$ cat config.mk
export PLATFORM = sky130hd
export DESIGN_NAME = mpht_mod
export DESIGN_NICKNAME = d
export VERILOG_FILES = /design/src/rtl/mpht_pkg.sv /design/src/rtl/mpht_mod.sv
export SDC_FILE = /design/constraint.sdc
export NUM_CORES = 1
export LEC_CHECK = 0
export BUFFER_PORTS_ARGS = -buffer_cell sky130_fd_sc_hd__clkbuf_2
export CORE_ASPECT_RATIO = 1.2
export CORE_MARGIN = 3
export CORE_UTILIZATION = 35
export CTS_CLUSTER_SIZE = 14
export DETAILED_ROUTE_END_ITERATION = 12
export GPL_ROUTABILITY_DRIVEN = 1
export SLEW_MARGIN = 20
export SYNTH_ARGS = -nofsm -noshare
export SYNTH_HDL_FRONTEND = slang
export SYNTH_SLANG_ARGS = --single-unit
$ cat constraint.sdc
create_clock -name clk -period 2.7 [get_ports clk]
set_input_delay 0.135 -clock clk [delete_from_list [all_inputs] [get_ports clk]]
set_output_delay 0.135 -clock clk [all_outputs]
set_load 0.1 [all_outputs]
$ cat src/rtl/mpht_pkg.sv
// mpht_pkg: shared types and constants of the modulo-probe hash table.
// Used by mpht_mod and modulo_probe_hash_table_top; no dependencies.
package mpht_pkg;

	localparam int DEPTH_DEF = 1024;
	localparam int KEY_W     = 32;
	localparam int VAL_W     = 32;
	localparam int BASE_W    = 11;
	localparam int BASE_RST  = 16;

	localparam logic [1:0] OP_INSERT  = 2'd0;
	localparam logic [1:0] OP_LOOKUP  = 2'd1;
	localparam logic [1:0] OP_DELETE  = 2'd2;
	localparam logic [1:0] OP_UNKNOWN = 2'd3;

	localparam logic [1:0] ST_OK       = 2'd0;
	localparam logic [1:0] ST_NOTFOUND = 2'd1;
	localparam logic [1:0] ST_FULL     = 2'd2;
	localparam logic [1:0] ST_KEYZERO  = 2'd3;

	typedef enum logic [2:0] {
		S_CLEAR,
		S_IDLE,
		S_START,
		S_WAIT,
		S_READ,
		S_CHECK,
		S_DONE
	} state_t;

endpackage

$ cat src/rtl/mpht_mod.sv
// mpht_mod: iterative key mod divisor unit, one quotient bit per cycle.
// Depends on mpht_pkg.
module mpht_mod #(
	parameter int SW = 12
) (
	input  logic                       clk,
	input  logic                       arst_n,
	input  logic                       start,
	input  logic [mpht_pkg::KEY_W-1:0] key,
	input  logic [SW-1:0]              divisor,
	output logic                       done,
	output logic [SW-1:0]              rem
);
	import mpht_pkg::*;

	localparam int CW = $clog2(KEY_W + 1);

	logic [KEY_W-1:0] key_q;
	logic [SW-1:0]    rem_q;
	logic [CW-1:0]    cnt_q;
	logic             busy_q;
	logic             done_q;
	logic [SW:0]      trial;

	assign trial = {rem_q, key_q[KEY_W-1]};

	always_ff @(posedge clk or negedge arst_n) begin
		if (!arst_n) begin
			busy_q <= 1'b0;
			done_q <= 1'b0;
			cnt_q  <= '0;
		end else begin
			done_q <= 1'b0;
			if (start) begin
				busy_q <= 1'b1;
				cnt_q  <= CW'(KEY_W);
			end else if (busy_q) begin
				cnt_q <= cnt_q - 1'b1;
				if (cnt_q == CW'(1)) begin
					busy_q <= 1'b0;
					done_q <= 1'b1;
				end
			end
		end
	end

	always_ff @(posedge clk) begin
		if (start) begin
			key_q <= key;
			rem_q <= '0;
		end else if (busy_q) begin
			key_q <= {key_q[KEY_W-2:0], 1'b0};
			if (trial >= {1'b0, divisor}) begin
				rem_q <= SW'(trial - {1'b0, divisor});
			end else begin
				rem_q <= SW'(trial);
			end
		end
	end

	assign done = done_q;
	assign rem  = rem_q;
endmodule

Word-level counts from Yosys, hierarchy flattened
Index checks and enable logic that the tools add are counted.
{"block": "word_totals", "ff_bits": 52, "latchBits": 0, "ramBits": 0, "romBits": 0, "input_bits": 47, "out_inout_bits": 13, "elab_cells": 21, "mem_count": 0}
{"block": "op_classes", "n_addsub": 2, "multipliers": 0, "n_div": 0, "n_lt_le_gt_ge": 1, "eq_ne": 1, "shift": 0, "muxes": 11, "bitwise_logic": 0, "n_reduce_logical": 1}
{"operator": "2-to-1 mux 32 bit", "n": 2}
{"operator": ">= comparator 13 x 12 -> 1 bit", "n": 1}
{"operator": "2-to-1 mux 12 bit", "n": 1}
{"operator": "2-to-1 mux 6 bit", "n": 2}
{"operator": "subtractor 12 bit", "n": 1}
{"operator": "== test 6 x 1 -> 1 bit (second input constant)", "n": 1}
{"operator": "2-to-1 mux 1 bit", "n": 6}
{"operator": "subtractor 6 x 1 -> 6 bit (second input constant)", "n": 1}
{"operator": "nonzero test 2 bit", "n": 1}

Logic depth before layout (Yosys ltp)
{"block": "logic_depth", "depth_word": 4, "ltp_mapped": 10, "depth_no_buf": 10}

Least setup slack after synthesis
Ideal clock, no wire load.
{"block": "synth_path", "path_kind": "reg2reg", "start": "register rem_q[9], in the netlist rem[9]", "end": "register rem_q[10], in the netlist rem[10]", "setup_ps": 86, "arrival_ps": 2764, "required_time_ps": 2614, "setup_slack_ps": -149, "path_stages_with_launch": 9, "n_path_buf": 1, "period_less_slack_ps": 2849, "path_cell_list": "dfxtp_1 ha_1 a21o_1 a211o_1 a41oi_2 o31ai_4 buf_6 mux2i_1 a211oi_1"}
{"block": "synth_between", "elab_chain_cells": 2, "elab_cells_between_ends": 3, "cone_classes": "1 x add/sub; 1 x order compare; 1 x mux"}
{"item": "start, declared", "line_no": "mpht_mod.sv:19", "text": "logic [SW-1:0] rem_q;"}
{"item": "start signal, assigned", "line_no": "mpht_mod.sv:54", "text": "rem_q <= SW'(trial - {1'b0, divisor});"}
{"item": "start signal, assigned", "line_no": "mpht_mod.sv:56", "text": "rem_q <= SW'(trial);"}
{"item": "subtractor 12 bit / >= comparator 13 x 12 -> 1 bit (equally long branches)", "line_no": "mpht_mod.sv:54, mpht_mod.sv:53"}
{"item": "2-to-1 mux 12 bit *", "line_no": "mpht_mod.sv:53", "text": "if (trial >= {1'b0, divisor}) begin"}
Mark *: on every way between the ends. The rest lies on a longest branch, timed or not.
A chain may end at the register's enable or synchronous reset.

Final worst setup path
{"block": "layout_path", "start": "register key_q[31]", "end": "register rem_q[10], in the netlist rem[10]"}
{"block": "layout_between", "elab_chain_cells": 2, "elab_cells_between_ends": 3, "cone_classes": "1 x add/sub; 1 x order compare; 1 x mux"}
{"item": "start, declared", "line_no": "mpht_mod.sv:18", "text": "logic [KEY_W-1:0] key_q;"}
{"item": "start signal, assigned", "line_no": "mpht_mod.sv:49", "text": "key_q <= key;"}
{"item": "start signal, assigned", "line_no": "mpht_mod.sv:52", "text": "key_q <= {key_q[KEY_W-2:0], 1'b0};"}
{"item": "subtractor 12 bit / >= comparator 13 x 12 -> 1 bit (equally long branches)", "line_no": "mpht_mod.sv:54, mpht_mod.sv:53"}
{"item": "2-to-1 mux 12 bit *", "line_no": "mpht_mod.sv:53"}
Marked as above.

==> summary.md <==
| Metric | Value |
|---|---|
| Period minus WS final | 2400 ps |
| Clock share of power | 19.1% |
| Initial Util | 37.1% |
| Placed wire-length estimate | 4110 µm |
| DRT iter0 DRCs | 38 |
| Drt total wl | 5640 µm |
| Sw Share | 40.8% |
| Gate power share | 43.8% |
| Reg2reg setup slack | 300 ps |
| Global-route track usage on met3 | 3.72% |
| Most frequent cells in the layout | clkbuf_2 (59), edfxtp_1 (32), mux2_2 (31) |
| CTS Buf Count | 5 |
| H-tree Lvls | 2 |
| CTS tree | yes |
| Vias | 2043 |
| Fin. Hold Viols | 0 |
| Relative slew margins | 63.4% |
| P_sw | 1.24 mW |
| Total area of sequential cells | 1410 µm² |
| Most common cell after layout, fill and taps aside | clkbuf_2 |
| Synth unique cells | 53 |
| Syn_nets | 315 |
| Rows | 35 |
| FMAX | 417 MHz |
| Core area | 7880 µm² |
| Clock skew | 9.64 ps |
| R2r endpoint | rem[10] |
| GPL Wtd Cong | 0.867 |
| Residual DRC | 0 |
| Final Setup Violations | 0 |
| DR WL/cell | 13.8 µm |
| GR peak layer | met2 |
| CP endpoint kind | register |
| Maximum vdd ir drop | 0.292 mV |
| DIE AREA | 9500 µm² |
| CP Launch Type | register |
| Crit path kind | register to register |
| Die Width | 89.5 µm |
| Mapped Area | 2930 µm² |
| Leak pwr | 1.47 nW |
| Post-synth EDFFs | 32 |
| Sequential fraction of the synthesis area | 47.9% |
| Largest net degree at the start of global routing | 33 |
| First-pass iteration count of the detailed router | 4 |
| Hold_sp | key[0] |
| Final period utilization | 88.9% |
| Multi-input logic area | 1410 µm² |
| Syn Area/Cell | 11.6 µm² |
| GRT met2 Usage | 19.2% |
| Synth warnings | 0 |
| Hold Crit Class | primary input to register |
| Critical Path Sink | rem[10] |
| GRT met1 Usage | 16.3% |
| Cell area power density | 869 nW/µm² |
| Total track usage | 12.4% |
| P&R area growth vs syn | 19.2% |
| # diodes | 0 |
| Post-synth top area share | 32.8% |
| Ranking of synthesized cells by area | edfxtp_1 (33%), mux2_2 (12%), dfxtp_1 (8.2%) |
| Share of cells above drive strength 1 | 38.5% |
| Die H | 106 µm |
| CTS max path bufs | 2 |
| CTS clk-pin slew, worst paths | 110 ps |
| I/O pin cnt | 60 |
| Max-cap violation count | 0 |
| Root Driver | clkbuf_8 |
| Outcome | completed |
| Port Buffers | 59 |
| NumNets Final | 378 |
| Clk Latency, worst-skew pair | 310 ps |
| P_int | 1.80 mW |
| Worst r2r path cells | 10 |
| Crit path DAT | 2620 ps |
| RSZ-0062 raised after global routing | no |
| CTS sink cnt | 52 |
| Setup crit start | key_q[31] |
| ANT nets after route | 0 |
| Dpl cells | 397 |
| Grt total ovfl | 0 |
| Sequential share of power | 37.1% |
| First-pass GRT wire length | 9340 µm |
| Post-DP Area | 3320 µm² |
| Number of global-route vias before repair | 1999 |
| Layout Cells excl Fill | 409 |
| TNS Setup | 0 ps |
| Worst Path Required | 2920 ps |
| Worst Path Max Fanout | 3 |
| Slew Limit Fails | 0 |
| Synth area leader | edfxtp_1 |
| Tightest Pin Transition | 542 ps |
| Design Area, Final | 3490 µm² |
| Vias/cell | 5.00 |
| FILL cells | 778 |
| Synth Instances | 253 |
| #FFs+latches synth | 52 |
| Antenna violations before repair | 0 |
| FFs w/ async S/R, synth | 15.4% |
| Worst reg2reg path startpoint | key_q[31] |
| Top_reg_cell synth | edfxtp_1 |
[worst max-delay path: stages (launching register included)]
cell	delay (ps)
edfxtp_1	370
inv_1	80
ha_1	150
inv_1	50
fa_1	420
a211oi_1	320
o21bai_1	150
a221oi_1	300
xnor2_1	160
mux2i_1	90
a211oi_1	210
[routing by layer]
metal | vias to the layer above | share of wire, % | routed length, µm
met4 | 0 | 1.7 | 94
met3 | 9 | 7.0 | 395
met5 | - | 0 | 0
li1 | 1050 | - | -
met2 | 61 | 46 | 2570
met1 | 923 | 46 | 2580
[layout make-up]
cell class | count | share of cell area (%)
sequential | 52 | 40.4
multi-input combinational | 172 | 40.4
timing repair buffer | 67 | 10.6
tap | 92 | 3.30
clock buffer | 5 | 1.97
inverter | 18 | 1.94
clock inverter | 3 | 1.43
[sequential cells by signal (all words and copies together) (netlist names)]
signal and count:
cnt_q 6, busy_q 1, rem 12, done 1, key_q 32
[per-stage QoR]
step / util (%) / setup slack (ps) / total power, mW / hold WS (ps)
6_report: 44.3 / 300 / 3.03 / 116
5_1_grt: 44.3 / 110 / 3.23 / 103
4_1_cts: 43.8 / 160 / 3.03 / 101
3_5_place_dp: 42.2 / 181 / 2.43 / -4.67
3_3_place_gp: 42.2 / 228 / 2.42 / -3.54
2_1_floorplan: - / 38.1 / 2.21 / -161
[timing repair]
item	4_1_cts	5_1_grt
endpoints found under the setup margin	0	1
resized for setup	0	0
hold endpoints to repair	8	0
setup buffers	0	3
hold buffers	1	0
[Yosys cell counts (6+ instances only)]
cell,number
mux2i_1,6
a211oi_1,8
dfxtp_1,12
a21oi_1,7
nor2_1,25
inv_1,18
ha_1,14
edfxtp_1,32
mux2_2,31
dfrtp_1,8
xnor2_1,8
nand2_1,9
[cells by family after synthesis]
kind of cell	after synthesis	synth area share (%)
adders and majority gates	15	6.67
DFF	52	47.9
buffers and inverters	29	3.98
muxes	38	14.5
xor gates and xnor gates	12	3.59
AOI/OAI and AO/OA	43	12.4
and+or+nand+nor	64	10.9
[worst min-delay path by stage]
stage | to | slack, ps | depth (start not counted)
after floorplan | busy_q | -160 | 0
after global placement | cnt_q[3] | -4 | 1
after detailed placement | cnt_q[3] | -5 | 1
after CTS | key_q[14] | 100 | 2
after global routing | key_q[13] | 100 | 2
final | key_q[0] | 120 | 2
[power by group through the flow]
stage          Combinational (mW)  Sequential [mW]  Clock [mW]
3_3_place_gp                 1.28             1.14           0
5_1_grt                      1.45             1.15       0.628
2_1_floorplan               0.732             1.47           0
3_5_place_dp                 1.28             1.15           0
6_report                     1.33             1.12       0.580
4_1_cts                      1.29             1.13       0.608
Power figures use the tool's default switching activity.
